`config.mk`:
```
export PLATFORM = sky130hd
export DESIGN_NAME = p24p_ramp
export DESIGN_NICKNAME = d
export VERILOG_FILES = /design/src/design/p24p_pkg.sv /design/src/design/p24p_divider.sv /design/src/design/p24p_ramp.sv
export SDC_FILE = /design/constraint.sdc
export NUM_CORES = 1
export LEC_CHECK = 0
export BUFFER_PORTS_ARGS = -buffer_cell sky130_fd_sc_hd__buf_4
export CAP_MARGIN = 20
export CORE_UTILIZATION = 61
export CTS_CLUSTER_DIAMETER = 100
export DETAILED_ROUTE_END_ITERATION = 16
export MAX_ROUTING_LAYER = met4
export PLACE_DENSITY_LB_ADDON = 0.3
export SYNTH_ARGS = -nofsm -noshare
export SYNTH_HDL_FRONTEND = slang
export SYNTH_SLANG_ARGS = --single-unit
```
`constraint.sdc`:
```
create_clock -name i_clk -period 3.9 [get_ports i_clk]
set_clock_uncertainty 0.15 [all_clocks]
set_input_delay 0.78 -clock i_clk [delete_from_list [all_inputs] [get_ports i_clk]]
set_output_delay 0.78 -clock i_clk [all_outputs]
set_load 0.005 [all_outputs]
```
`src/design/p24p_pkg.sv`:
```
// Package for the 24-bit PCM TDM output packer.
// Holds the fixed formats, configuration register codes and the PCM conversion.
// Used by every module of the block; depends on nothing.
`timescale 1ns / 1ps
`default_nettype none

package p24p_pkg;

    localparam int SAMPLE_W    = 32;
    localparam int SAMPLE_FRAC = 23;
    localparam int GAIN_W      = 24;
    localparam int GAIN_FRAC   = 22;
    localparam int ACC_EXTRA   = 16;
    localparam int ACC_W       = GAIN_W + ACC_EXTRA;
    localparam int INC_W       = ACC_W + 1;
    localparam int PCM_W       = 24;
    localparam int PROD_W      = SAMPLE_W + GAIN_W + 1;
    localparam int CONV_W      = 40;
    localparam int LANES       = 4;
    localparam int SLOTS       = 6;
    localparam int CFG_IDX_W   = 2;
    localparam int CFG_W       = 24;
    localparam int FC_W        = 13;

    localparam logic [GAIN_W-1:0] UNITY_GAIN  = GAIN_W'(1) << GAIN_FRAC;
    localparam logic [GAIN_W-1:0] RST_GAIN    = 24'd4194304;
    localparam logic [FC_W-1:0]   RST_FRAMES  = 13'd64;

    localparam logic signed [CONV_W-1:0] PCM_POS_MAX = 40'sd8388607;
    localparam logic signed [CONV_W-1:0] PCM_NEG_MIN = -40'sd8388608;

    typedef enum logic [CFG_IDX_W-1:0] {
        CFG_GAIN_START = 2'd0,
        CFG_GAIN_END   = 2'd1,
        CFG_FRAMES     = 2'd2,
        CFG_MODE       = 2'd3
    } t_cfg_index;

    typedef enum logic {
        MODE_CLAMP_SCALE = 1'b0,
        MODE_SATURATE    = 1'b1
    } t_conv_mode;

    typedef struct packed {
        logic busy;
        logic done;
    } t_div_stat;

    typedef struct packed {
        logic              busy;
        logic              last;
        t_conv_mode        mode;
        logic [GAIN_W-1:0] gain;
    } t_frame_ctl;

    // Clamp-and-scale by 8388607 reduces to a step of one toward zero.
    function automatic logic [PCM_W-1:0] to_pcm24(input logic signed [CONV_W-1:0] v,
                                                  input t_conv_mode mode);
        logic [PCM_W-1:0] r;
        r = '0;
        unique case (mode)
            MODE_CLAMP_SCALE: begin
                if (v >= PCM_POS_MAX) begin
                    r = PCM_W'(PCM_POS_MAX - 40'sd1);
                end else if (v <= PCM_NEG_MIN) begin
                    r = PCM_W'(PCM_NEG_MIN + 40'sd1);
                end else if (v > 40'sd0) begin
                    r = PCM_W'(v - 40'sd1);
                end else if (v < 40'sd0) begin
                    r = PCM_W'(v + 40'sd1);
                end else begin
                    r = '0;
                end
            end
            MODE_SATURATE: begin
                if (v > PCM_POS_MAX) begin
                    r = PCM_W'(PCM_POS_MAX);
                end else if (v < PCM_NEG_MIN) begin
                    r = PCM_W'(PCM_NEG_MIN);
                end else begin
                    r = PCM_W'(v);
                end
            end
        endcase
        return r;
    endfunction

endpackage

`default_nettype wire

```
`src/design/p24p_divider.sv`:
```
// Restoring divider, one quotient bit per cycle, for the gain ramp step.
// Depends on p24p_pkg.
`timescale 1ns / 1ps
`default_nettype none

module p24p_divider #(
    parameter int DVD_W = 40,
    parameter int DSR_W = 13
) (
    input  wire logic               i_clk,
    input  wire logic               i_rst_n,
    input  wire logic               i_start,
    input  wire logic [DVD_W-1:0]   i_dividend,
    input  wire logic [DSR_W-1:0]   i_divisor,
    output p24p_pkg::t_div_stat     o_stat,
    output logic [DVD_W-1:0]        o_quotient
);
    import p24p_pkg::*;

    localparam int CNT_W = $clog2(DVD_W + 1);

    logic [CNT_W-1:0] r_cnt, n_cnt;
    logic             r_done, n_done;
    logic [DSR_W-1:0] r_rem, n_rem;
    logic [DVD_W-1:0] r_quo, n_quo;
    logic [DSR_W-1:0] r_dsr;
    logic [DSR_W:0]   trial;
    logic             fits;

    always_comb begin
        trial = {r_rem, r_quo[DVD_W-1]};
        fits  = trial >= {1'b0, r_dsr};
        n_rem = fits ? DSR_W'(trial - {1'b0, r_dsr}) : DSR_W'(trial);
        n_quo = {r_quo[DVD_W-2:0], fits};
        n_cnt = r_cnt - CNT_W'(1);
        n_done = (r_cnt == CNT_W'(1));
    end

    always_ff @(posedge i_clk) begin
        if (!i_rst_n) begin
            r_cnt  <= '0;
            r_done <= 1'b0;
        end else if (i_start) begin
            r_cnt  <= CNT_W'(DVD_W);
            r_done <= 1'b0;
        end else if (r_cnt != '0) begin
            r_cnt  <= n_cnt;
            r_done <= n_done;
        end else begin
            r_done <= 1'b0;
        end
    end

    always_ff @(posedge i_clk) begin
        if (i_start) begin
            r_rem <= '0;
            r_quo <= i_dividend;
            r_dsr <= i_divisor;
        end else if (r_cnt != '0) begin
            r_rem <= n_rem;
            r_quo <= n_quo;
        end
    end

    assign o_stat.busy = (r_cnt != '0);
    assign o_stat.done = r_done;
    assign o_quotient  = r_quo;

endmodule

`default_nettype wire

```
`src/design/p24p_ramp.sv`:
```
// Configuration registers, cue gain ramp accumulator and block position.
// Depends on p24p_pkg and p24p_divider.
`timescale 1ns / 1ps
`default_nettype none

module p24p_ramp #(
    parameter int MAX_FRAMES = 4096
) (
    input  wire logic                              i_clk,
    input  wire logic                              i_rst_n,
    input  wire logic                              i_cfg_wr_en,
    input  wire logic [p24p_pkg::CFG_IDX_W-1:0]    i_cfg_index,
    input  wire logic [p24p_pkg::CFG_W-1:0]        i_cfg_wdata,
    input  wire logic                              i_accept,
    output p24p_pkg::t_frame_ctl                   o_ctl
);
    import p24p_pkg::*;

    localparam int FE_W  = $clog2(MAX_FRAMES + 1);
    localparam int POS_W = (MAX_FRAMES > 1) ? $clog2(MAX_FRAMES) : 1;

    logic [GAIN_W-1:0] r_start, r_end;
    logic [FC_W-1:0]   r_frames;
    t_conv_mode        r_mode;
    logic              r_kick;
    logic              r_neg;
    logic [ACC_W-1:0]  r_acc, n_acc;
    logic signed [INC_W-1:0] r_inc;
    logic [POS_W-1:0]  r_pos, n_pos;

    logic [FE_W-1:0]   frames_eff;
    logic              last;
    logic              neg;
    logic [GAIN_W-1:0] diff;
    logic signed [ACC_W+1:0] sum;
    t_div_stat         div_stat;
    logic [ACC_W-1:0]  quotient;

    always_comb begin
        if (r_frames == '0) begin
            frames_eff = FE_W'(1);
        end else if (32'(r_frames) > MAX_FRAMES) begin
            frames_eff = FE_W'(MAX_FRAMES);
        end else begin
            frames_eff = FE_W'(r_frames);
        end
        neg  = r_end < r_start;
        diff = neg ? r_start - r_end : r_end - r_start;
        last = (32'(r_pos) + 32'd1) >= 32'(frames_eff);
        sum  = $signed({2'b00, r_acc}) + (ACC_W+2)'(r_inc);
        if (sum < 0) begin
            n_acc = '0;
        end else if (sum > $signed({2'b00, {ACC_W{1'b1}}})) begin
            n_acc = '1;
        end else begin
            n_acc = ACC_W'(sum);
        end
        n_pos = POS_W'(32'(r_pos) + 32'd1);
    end

    p24p_divider #(
        .DVD_W (ACC_W),
        .DSR_W (FE_W)
    ) u_divider (
        .i_clk      (i_clk),
        .i_rst_n    (i_rst_n),
        .i_start    (r_kick),
        .i_dividend ({diff, ACC_EXTRA'(0)}),
        .i_divisor  (frames_eff),
        .o_stat     (div_stat),
        .o_quotient (quotient)
    );

    always_ff @(posedge i_clk) begin
        if (!i_rst_n) begin
            r_start  <= RST_GAIN;
            r_end    <= RST_GAIN;
            r_frames <= RST_FRAMES;
            r_mode   <= MODE_CLAMP_SCALE;
            r_kick   <= 1'b0;
        end else begin
            r_kick <= 1'b0;
            if (i_cfg_wr_en) begin
                unique case (t_cfg_index'(i_cfg_index))
                    CFG_GAIN_START: begin
                        r_start <= i_cfg_wdata;
                        r_kick  <= 1'b1;
                    end
                    CFG_GAIN_END: begin
                        r_end  <= i_cfg_wdata;
                        r_kick <= 1'b1;
                    end
                    CFG_FRAMES: begin
                        r_frames <= i_cfg_wdata[FC_W-1:0];
                        r_kick   <= 1'b1;
                    end
                    CFG_MODE: begin
                        r_mode <= t_conv_mode'(i_cfg_wdata[0]);
                    end
                endcase
            end
        end
    end

    always_ff @(posedge i_clk) begin
        if (!i_rst_n) begin
            r_inc <= '0;
            r_neg <= 1'b0;
        end else begin
            if (r_kick) begin
                r_neg <= neg;
            end
            if (div_stat.done) begin
                r_inc <= r_neg ? -$signed({1'b0, quotient}) : $signed({1'b0, quotient});
            end
        end
    end

    always_ff @(posedge i_clk) begin
        if (!i_rst_n) begin
            r_acc <= {RST_GAIN, ACC_EXTRA'(0)};
            r_pos <= '0;
        end else if (i_accept) begin
            if (last) begin
                r_acc <= {r_start, ACC_EXTRA'(0)};
                r_pos <= '0;
            end else begin
                r_acc <= n_acc;
                r_pos <= n_pos;
            end
        end
    end

    assign o_ctl.busy = r_kick | div_stat.busy | div_stat.done;
    assign o_ctl.last = last;
    assign o_ctl.mode = r_mode;
    assign o_ctl.gain = r_acc[ACC_W-1:ACC_EXTRA];

endmodule

`default_nettype wire

```
==> results of run 1 <==
-- critical path, stage by stage, from the launching register on --
cell	delay, ns
dfxtp_4	0.36
ha_4	0.13
and3_4	0.21
nand3_4	0.09
nor2_4	0.15
xor2_1	0.16
ha_1	0.26
a21o_1	0.17
a21o_1	0.18
a221oi_2	0.36
o21ai_4	0.16
buf_6	0.15
-- layer usage --
layer | share of wire | wire length [µm] | vias to the layer above | global-route usage
met5 | 0 | 0 | - | -
met4 | 0.051 | 2146 | 0 | 0.1474
met3 | 0.067 | 2786 | 128 | 0.04749
met2 | 0.47 | 19570 | 528 | 0.5162
met1 | 0.41 | 17360 | 6696 | 0.3860
li1 | - | - | 6959 | -
-- power by group --
part	leakage, µW	internal [µW]	switching, µW	total [µW]
sequential	0.00196	2920	454	3380
combinational	0.00514	1490	2090	3580
clock	0.000423	1480	1000	2480
-- worst max-delay path by stage --
stage                  start   endpoint  slack, ns  depth (start not counted)
CTS                 r_pos[0]  o_ctl[25]      0.007                         11
floorplan           r_pos[0]  o_ctl[25]       0.29                         12
global placement    r_pos[0]  r_acc[14]       0.14                         16
global route        r_pos[3]  o_ctl[25]      -0.03                         10
detailed placement  r_pos[0]  r_acc[14]       0.02                         16
finish              r_pos[0]  o_ctl[25]       0.04                         11
-- stage by stage --
step / power, µW / std cells / hold slack (ns)
final: 9438 / 2334 / 0.2994
after global routing: 9986 / 2334 / 0.3026
after CTS: 9416 / 2332 / 0.2951
after detailed placement: 6926 / 2282 / 0.2939
after global placement: 6810 / 2282 / 0.2889
after floorplan: 6058 / 1999 / 0.2810
-- registers in the layout, summed over array words and instances (netlist names) --
| signal | count |
|---|---|
| r_acc | 40 |
| r_end | 24 |
| r_frames | 13 |
| r_inc | 41 |
| r_kick | 1 |
| r_mode | 1 |
| r_neg | 1 |
| r_pos | 12 |
| r_start | 24 |
| u_divider.o_quotient | 40 |
| u_divider.r_cnt | 6 |
| u_divider.r_done | 1 |
| u_divider.r_dsr | 13 |
| u_divider.r_rem | 13 |
-- cells by family (layout without fill, tap and decap cells) --
kind of cell               after synthesis  in the layout  synth area share
adders and majority gates              121            121           0.09731
muxes                                   31             31           0.01964
xor gates and xnor gates               110            110           0.06072
DFF                                    230            230            0.3135
buffers and inverters                  244            249           0.06711
AOI/OAI and AO/OA                      598            598            0.2512
and+or+nand+nor                        665            665            0.1904
-- cell usage in the layout, fill, tap and decap left out, drive strengths merged, types with 48 or more instances in the layout --
master / instances
nand2: 361
xnor2: 48
buf: 94
a21o: 55
a21boi: 68
o21ai: 141
a21oi: 138
ha: 117
dfxtp: 193
nor2: 94
xor2: 62
inv: 108
-- timing repair --
item	in CTS	in global routing
setup endpoints to repair	2	21
pin swaps	2	6
gates cloned	0	0
gates resized for setup	7	12
buffers inserted	3	2
-- cell type report --
| type | count | area [µm²] |
|---|---|---|
| Tap cell | 330 | 412.9 |
| Multi-Input combinational cell | 1525 | 9917 |
| Clock inverter | 7 | 102.6 |
| Timing Repair Buffer | 94 | 734.5 |
| Sequential cell | 230 | 4986 |
| Fill cell | 2049 | 8004 |
| Inverter | 108 | 405.4 |
| Clock buffer | 40 | 764.5 |
==> run metrics, run 1 <==
status complete, no violations; hold path startpoint r_acc[0]; worst hold path type flip-flop to flip-flop; Setup crit end kind output pin; Final Critical Period slightly below 4 ns; Seq/Total Area, Yosys 0.3135; total negative setup slack 0 ns; pwr dens around 540 nW/µm²; Vias/cell about 6.1; WHS Endpoint r_acc[0]; cell taking the most area after synthesis dfxtp_1; CTS Buf Count 26; vias in the first global route 13228; dominant synthesized flop cell dfxtp_1; initial antenna violation count 0; Initial Utilization 0.6265; Pre-Repair DR Iteration Count 6; I/O Pins 57; Iter 0 DRT Violations between 1000 and 1500; YS warnings 0; asr flop ratio synth 0; leakage power around 0.0075 µW; startpoint types flip-flop; reg-to-reg endpoint u_divider.o_quotient[20]; Post-route DRC 0; #FFs+latches synth between 200 and 250; Slew HR 0.3398; WS Path Type flip-flop to output pin; Final Setup Violations 0; largest net degree at the start of global routing 79; Area Growth Syn to Fin 9.179%; Placed Area roughly 16000 µm²; Crit Path Max Fanout 3; hold_buf cts 0; die width ~160 µm; design area between 15000 and 20000 µm²; clk buf depth 3; worst skew pair latency roughly 0.54 ns; die span in y 163.3 µm; Final Wtd Congestion slightly above 1; share of layout cells above drive strength 1 0.09182; Data required, critical path 2.97 ns; drt total wl 41.86 mm; reg2reg path depth 11; syn_nets roughly 2200; PortBufs 56; most frequent cell after synthesis nand2_1; WHS Path Cells 2; R2R setup slack 0.15 ns; final worst slack approximately 0.041 ns; Unique masters post-synth a little over 80; Final period util 0.9895; Syn Inst Count between 1500 and 2000; Final Hold Viols 0; transition time of the tightest slew-check pin between 0.9 and 1 ns; unrepaired setup endpoints after global routing true; Peak Freq 0.2591 GHz; Syn Area/Cell roughly 7.9 µm²; CP Data Arrival Time a little under 3 ns; CTS tree yes; CTS Root Buffer Type clkbuf_16; synthesized cell area ~16000 µm²; GR Util All Layers 0.3173; Slew Limit Fails 0; Nets 2136; global-route wire length before repair ~66 mm; total gr overflow 0; Sink Count 230; most instantiated cells after synthesis nand2_1 (360), dfxtp_1 (193), a21oi_1 (135); routed via count 14311; number of synthesized flops with an enable pin 37; Clock Pin Slew Worst Setup and Hold Paths 0.06 ns; # diodes 0; H-tree depth 1; maximum VDD drop approximately 0.36 mV; hpwl dp around 31 mm; max-cap viol count 0; RR Startpoint r_start[7]; ANT nets after route 0; Yosys top cell area share 0.2435; Finished Core Util 0.6840; Std-Cell Rows 58; die area approximately 27000 µm²; pre-CTS setup slack approximately 0.017 ns; top cells by area, synth dfxtp_1 (24%), ha_1 (9.2%), nand2_1 (8.5%); core area roughly 25000 µm²; WL/cell about 18 µm
(Power assumes the default switching activity.)
==> run 2, diff against run 1 <==
Clock period 3.9 ns to 3.95 ns, I/O delays scaled along.
==> run metrics, run 2 (synthesis gave the netlist of run 1 again) <==
WHS Path Cells 2 (unchanged); CTS Root Buffer Type clkbuf_16 (unchanged); leakage power 0.007548 µW (was 0.007525 µW); Area Growth Syn to Fin 9.400% (was 9.179%); Slew HR 0.4264 (was 0.3398); Std-Cell Rows 58 (unchanged); hold path startpoint r_acc[0] (unchanged); initial antenna violation count 0 (unchanged); final worst slack 0.06663 ns (was 0.04091 ns); Sink Count 230 (unchanged); R2R setup slack 0.21 ns (was 0.15 ns); global-route wire length before repair 67.55 mm (was 66.19 mm); transition time of the tightest slew-check pin 0.8572 ns (was 0.9880 ns); non-filler cells, final 2341 (was 2334); status complete, no violations (unchanged); Slew Limit Fails 0 (unchanged); placed insts 2287 (was 2282); CP max stage delay 0.36 ns (about the same); share of layout cells above drive strength 1 0.09597 (was 0.09182); die span in y 163.3 µm (unchanged); Reg power frac 0.360 (was 0.358); Final Wtd Congestion 0.9345 (was 1.012); combinational fraction of design power 0.384 (was 0.379); I/O Pins 57 (unchanged); # diodes 0 (unchanged); Crit Path Max Fanout 4 (was 3); CP bufs+invs 1 (unchanged); Data required, critical path 3.01 ns (was 2.97 ns); Post-route DRC 0 (unchanged); Clock Pin Slew Worst Setup and Hold Paths 0.06 ns (about the same); pre-CTS setup slack 0.08654 ns (was 0.01708 ns); die area 26660 µm² (unchanged); Worst Hold Slack 0.3031 ns (was 0.2994 ns); critical path cell sequence ha_4 > and3_4 > nand3_4 > nor2_4 > xor2_1 > ha_1 > a21o_1 > a21o_1 > a221oi_2 > o21ai_4 > buf_6 (unchanged); routed via count 14194 (was 14311); startpoint types flip-flop (unchanged); CP Data Arrival Time 2.94 ns (was 2.93 ns); WS Path Type flip-flop to output pin (unchanged); worst skew pair latency 0.55 ns (was 0.54 ns); vias in the first global route 13211 (was 13228); Pre-Repair DR Iteration Count 6 (unchanged); clock share of power 0.256 (was 0.263); reg2reg path depth 14 (was 11); worst hold path type flip-flop to flip-flop (unchanged); maximum VDD drop 0.5615 mV (was 0.3591 mV); Final period util 0.9831; cell internal pwr 5759 µW (was 5897 µW); most frequent cells in the layout nand2_1 (360), dfxtp_1 (188), a21oi_1 (133) (unchanged); Final Setup Violations 0 (unchanged); CTS tree yes (unchanged); drt total wl 42.30 mm (was 41.86 mm); die width 163.3 µm (unchanged); ANT nets after route 0 (unchanged); reg-to-reg endpoint u_divider.o_quotient[24] (was u_divider.o_quotient[20]); Sw Share 0.3819 (was 0.3752); PortBufs 56 (unchanged); max-cap viol count 0 (unchanged); WL/cell 18.07 µm (was 17.94 µm); Final Critical Period just under 4 ns; Initial Utilization 0.6265 (unchanged); Vias/cell 6.063 (was 6.132); clk buf depth 3 (unchanged); Final Hold Viols 0 (unchanged); Biggest register r_inc (unchanged); H-tree depth 1 (unchanged); RR Startpoint r_end[0] (was r_start[7]); WHS Endpoint r_acc[0] (unchanged); cell mode on critical path a21o_1 (unchanged); pwr dens 536.8 nW/µm² (was 544.8 nW/µm²); CP max-delay cell dfxtp_4 (unchanged); number of flip-flops in the largest register 41 (unchanged); Iter 0 DRT Violations 1262 (was 1136); Crit path max-delay family compound AO/OA/AOI/OAI gates (unchanged); Nets 2143 (was 2136); unrepaired setup endpoints after global routing true (unchanged); Peak Freq around 0.26 GHz; total power draw 9317 µW (was 9438 µW); most common cell after layout, fill and taps aside nand2_1 (unchanged); total gr overflow 0 (unchanged); CTS Buf Count 26 (unchanged); GR Util All Layers 0.3243 (was 0.3173); hpwl dp 30.88 mm (was 30.93 mm); core area 25330 µm² (unchanged); largest net degree at the start of global routing 74 (was 79); P_sw 3558 µW (was 3541 µW); Setup crit end kind output pin (unchanged)
[run 2: worst min-delay path: stages, from the launching register on]
cell,delay [ns]
dfxtp_1,0.31
nand2_1,0.05
o21ai_1,0.05
[run 2: area by class of cell]
class                   count  area, µm²
fillers                  2075       7969
well taps                 330      412.9
clock inverters             9      91.34
repair buffers            101      782.0
clock buffers              38      745.7
inverters                 108      405.4
flip-flops and latches    230       4984
multi-input cells        1525       9937
[run 2: layer usage]
metal / global-route usage / vias up / wire length, µm
met5: - / - / 0
met4: 0.1385 / 0 / 1941
met3: 0.04088 / 110 / 2398
met2: 0.5483 / 435 / 20650
met1: 0.3867 / 6669 / 17320
li1: - / 6980 / -
[run 2: how the worst max path moves through the flow]
stage / from / endpoint / slack (ns) / cells after the start
6_report: r_pos[1] / o_ctl[25] / 0.07 / 11
4_1_cts: r_pos[1] / o_ctl[25] / 0.02 / 11
2_1_floorplan: r_pos[0] / o_ctl[25] / 0.33 / 12
3_5_place_dp: r_pos[1] / r_acc[14] / 0.09 / 16
5_1_grt: r_frames[4] / o_ctl[25] / -0.06 / 11
3_3_place_gp: r_pos[1] / r_acc[14] / 0.20 / 16
[run 2: through the flow]
step | util | TNS (ns) | instance area (µm²)
final | 0.6854 | 0 | 17360
after global routing | 0.6854 | -0.06086 | 17360
after CTS | 0.6809 | 0 | 17240
after detailed placement | 0.6454 | 0 | 16350
after global placement | 0.6454 | 0 | 16350
after floorplan | - | 0 | 15870
[run 2: power by group through the flow]
stage | sequential, µW | clock, µW | combinational (µW)
6_report | 3350 | 2380 | 3580
5_1_grt | 3390 | 2500 | 3990
4_1_cts | 3340 | 2420 | 3500
3_5_place_dp | 3390 | 0 | 3460
3_3_place_gp | 3370 | 0 | 3370
2_1_floorplan | 3200 | 0 | 2780
[run 2: what timing repair did]
item	4_1_cts	5_1_grt
buffers inserted	2	4
setup endpoints to repair	1	36
hold buffers	0	0
gates resized for setup	11	11
pin swaps	2	5
==> run 3, diff against run 2 <==
Settings changed: CTS_BUF_LIST set to sky130_fd_sc_hd__clkbuf_4.
==> run metrics, run 3 (synthesis gave the netlist of run 1 again) <==
number of flip-flops in the largest register 41 (unchanged); H-tree depth 2 (was 1); most frequent cells in the layout nand2_1 (360), dfxtp_1 (187), a21oi_1 (133) (was nand2_1 (360), dfxtp_1 (188), a21oi_1 (133)); Data required, critical path 3.01 ns (about the same); Seq. cell area 4987 µm² (was 4984 µm²); # fillers 2097 (was 2075); Slew HR 0.2893 (was 0.4264); total gr overflow 0 (unchanged); Post-route DRC 0 (unchanged); Final Critical Period 3.968 ns (was 3.883 ns); share of layout cells above drive strength 1 0.1215 (was 0.09597); met2 wire len 20.56 mm (was 20.65 mm); status complete, but fails checks (was complete, no violations); Nets 2178 (was 2143); Area Growth Syn to Fin 9.368% (was 9.400%); vias in the first global route 13433 (was 13211); critical path cell sequence buf_6 > and3_4 > and3_4 > nand3_2 > xnor2_2 > ha_1 > and4_1 > a221oi_2 > o21ai_4 > buf_6 (was ha_4 > and3_4 > nand3_4 > nor2_4 > xor2_1 > ha_1 > a21o_1 > a21o_1 > a221oi_2 > o21ai_4 > buf_6); Final Hold Viols 0 (unchanged); GR Util All Layers 0.3269 (was 0.3243); met3 WL 2.555 mm (was 2.398 mm); Sw Share 0.3931 (was 0.3819); reg-to-reg endpoint u_divider.o_quotient[24] (unchanged); Initial Utilization 0.6265 (unchanged); Worst Hold Slack 0.1523 ns (was 0.3031 ns); CP max-delay cell dfxtp_4 (unchanged); leakage power 0.007610 µW (was 0.007548 µW); hold path startpoint i_cfg_index[0] (was r_acc[0]); Placed Area 16350 µm² (unchanged); design area 17350 µm² (was 17360 µm²); most common cell after layout, fill and taps aside nand2_1 (unchanged); Reg power frac 0.372 (was 0.360); final worst slack -0.01756 ns (was 0.06663 ns); transition time of the tightest slew-check pin 1.064 ns (was 0.8572 ns); CTS Root Buffer Type clkbuf_4 (was clkbuf_16); Std-Cell Rows 58 (unchanged); Vias/cell 5.957 (was 6.063); failing checks setup timing; maximum VDD drop 0.6011 mV (was 0.5615 mV); routed via count 14327 (was 14194); R2R setup slack 0.12 ns (was 0.21 ns); Iter 0 DRT Violations 1140 (was 1262); WL/cell 17.65 µm (was 18.07 µm); largest net degree at the start of global routing 74 (unchanged); worst skew pair latency 0.75 ns (was 0.55 ns); drt total wl 42.46 mm (was 42.30 mm); combinational fraction of design power 0.392 (was 0.384); Sink Count 230 (unchanged); WHS Endpoint r_kick (was r_acc[0]); Slew Limit Fails 0 (unchanged); Final period util 1.004 (was 0.9831); Final Setup Violations 1 (was 0); clk buf depth 3 (unchanged); Setup crit end kind output pin (unchanged); WHS Path Cells 2 (unchanged); WL met1 17.39 mm (was 17.32 mm); core area 25330 µm² (unchanged); max layer used met4 (unchanged); unrepaired setup endpoints after global routing true (unchanged); WS Path Type flip-flop to output pin (unchanged); initial antenna violation count 1 (was 0); max-cap viol count 0 (unchanged); I/O Pins 57 (unchanged); total power draw 8994 µW (was 9317 µW); startpoint types flip-flop (unchanged); die span in y 163.3 µm (unchanged); CTS Buf Count 60 (was 26); Crit Path Max Fanout 6 (was 4); ANT nets after route 0 (unchanged); clock share of power 0.235 (was 0.256); PortBufs 56 (unchanged); pwr dens 518.3 nW/µm² (was 536.8 nW/µm²); CP Data Arrival Time 3.03 ns (was 2.94 ns); P_sw 3535 µW (was 3558 µW); Peak Freq 0.2520 GHz (was 0.2575 GHz); CTS tree yes (unchanged); die width 163.3 µm (unchanged); RR Startpoint r_end[0] (unchanged); global-route wire length before repair 67.70 mm (was 67.55 mm); Pre-Repair DR Iteration Count 5 (was 6); cell internal pwr 5459 µW (was 5759 µW); Biggest register r_inc (unchanged); CP max stage delay 0.37 ns (was 0.36 ns); worst hold path type input port to flip-flop (was flip-flop to flip-flop); hpwl dp 30.88 mm (unchanged); Clock Pin Slew Worst Setup and Hold Paths 0.07 ns (was 0.06 ns); multi-input logic area 9990 µm² (was 9937 µm²); reg2reg path depth 14 (unchanged); Final Wtd Congestion 0.9345 (unchanged); die area 26660 µm² (unchanged)
run 3: worst max path at each step:
stage          cells after the start  startpoint   endpoint
3_5_place_dp                      16    r_pos[1]  r_acc[14]
3_3_place_gp                      16    r_pos[1]  r_acc[14]
6_report                          10    r_pos[0]  o_ctl[25]
4_1_cts                           11    r_pos[0]  o_ctl[25]
2_1_floorplan                     12    r_pos[0]  o_ctl[25]
5_1_grt                           11    r_pos[0]  o_ctl[25]
run 3: layout make-up:
cell class	instances	area share
clock buffers	83	0.03591
clock inverters	26	0.009157
multi-input cells	1525	0.5757
flip-flops and latches	230	0.2874
diodes	1	0.0001442
repair buffers	102	0.04456
inverters	108	0.02336
well taps	330	0.02379
run 3: power by group through the flow:
stage	combinational, µW	sequential, µW	clock, µW
3_3_place_gp	3370	3370	0
6_report	3530	3350	2120
2_1_floorplan	2780	3200	0
3_5_place_dp	3460	3390	0
4_1_cts	3490	3340	2160
5_1_grt	3950	3400	2280
run 3: repair_timing:
item | in CTS | in global routing
buffers inserted | 8 | 0
setup endpoints to repair | 1 | 28
hold buffers | 0 | 0
hold endpoints to repair | 0 | 0
resized for setup | 26 | 9
pin swaps | 9 | 3
cloned | 0 | 0
run 3: layer usage:
layer / vias up / GRT usage
li1: 7080 / -
met4: 0 / 0.1597
met3: 111 / 0.04977
met1: 6681 / 0.3853
met5: - / -
met2: 455 / 0.5426
run 3: through the flow:
step	setup slack, ns	instances	util	TNS (ns)
floorplan	0.3343	1999	-	0
global placement	0.1963	2287	0.6454	0
detailed placement	0.08654	2287	0.6454	0
CTS	-0.03550	2404	0.6832	-0.03550
global route	-0.1402	2405	0.6852	-0.1402
finish	-0.01756	2405	0.6852	-0.01756
run 3: worst max-delay path: cells and delay by family (launching register included):
| family | cells | cell delay, ns |
|---|---|---|
| compound gates | 2 | 0.47 |
| flops | 1 | 0.37 |
| buf+inv | 2 | 0.24 |
| xor+xnor | 1 | 0.18 |
| simple gates | 4 | 0.75 |
| fa+ha+maj | 1 | 0.29 |
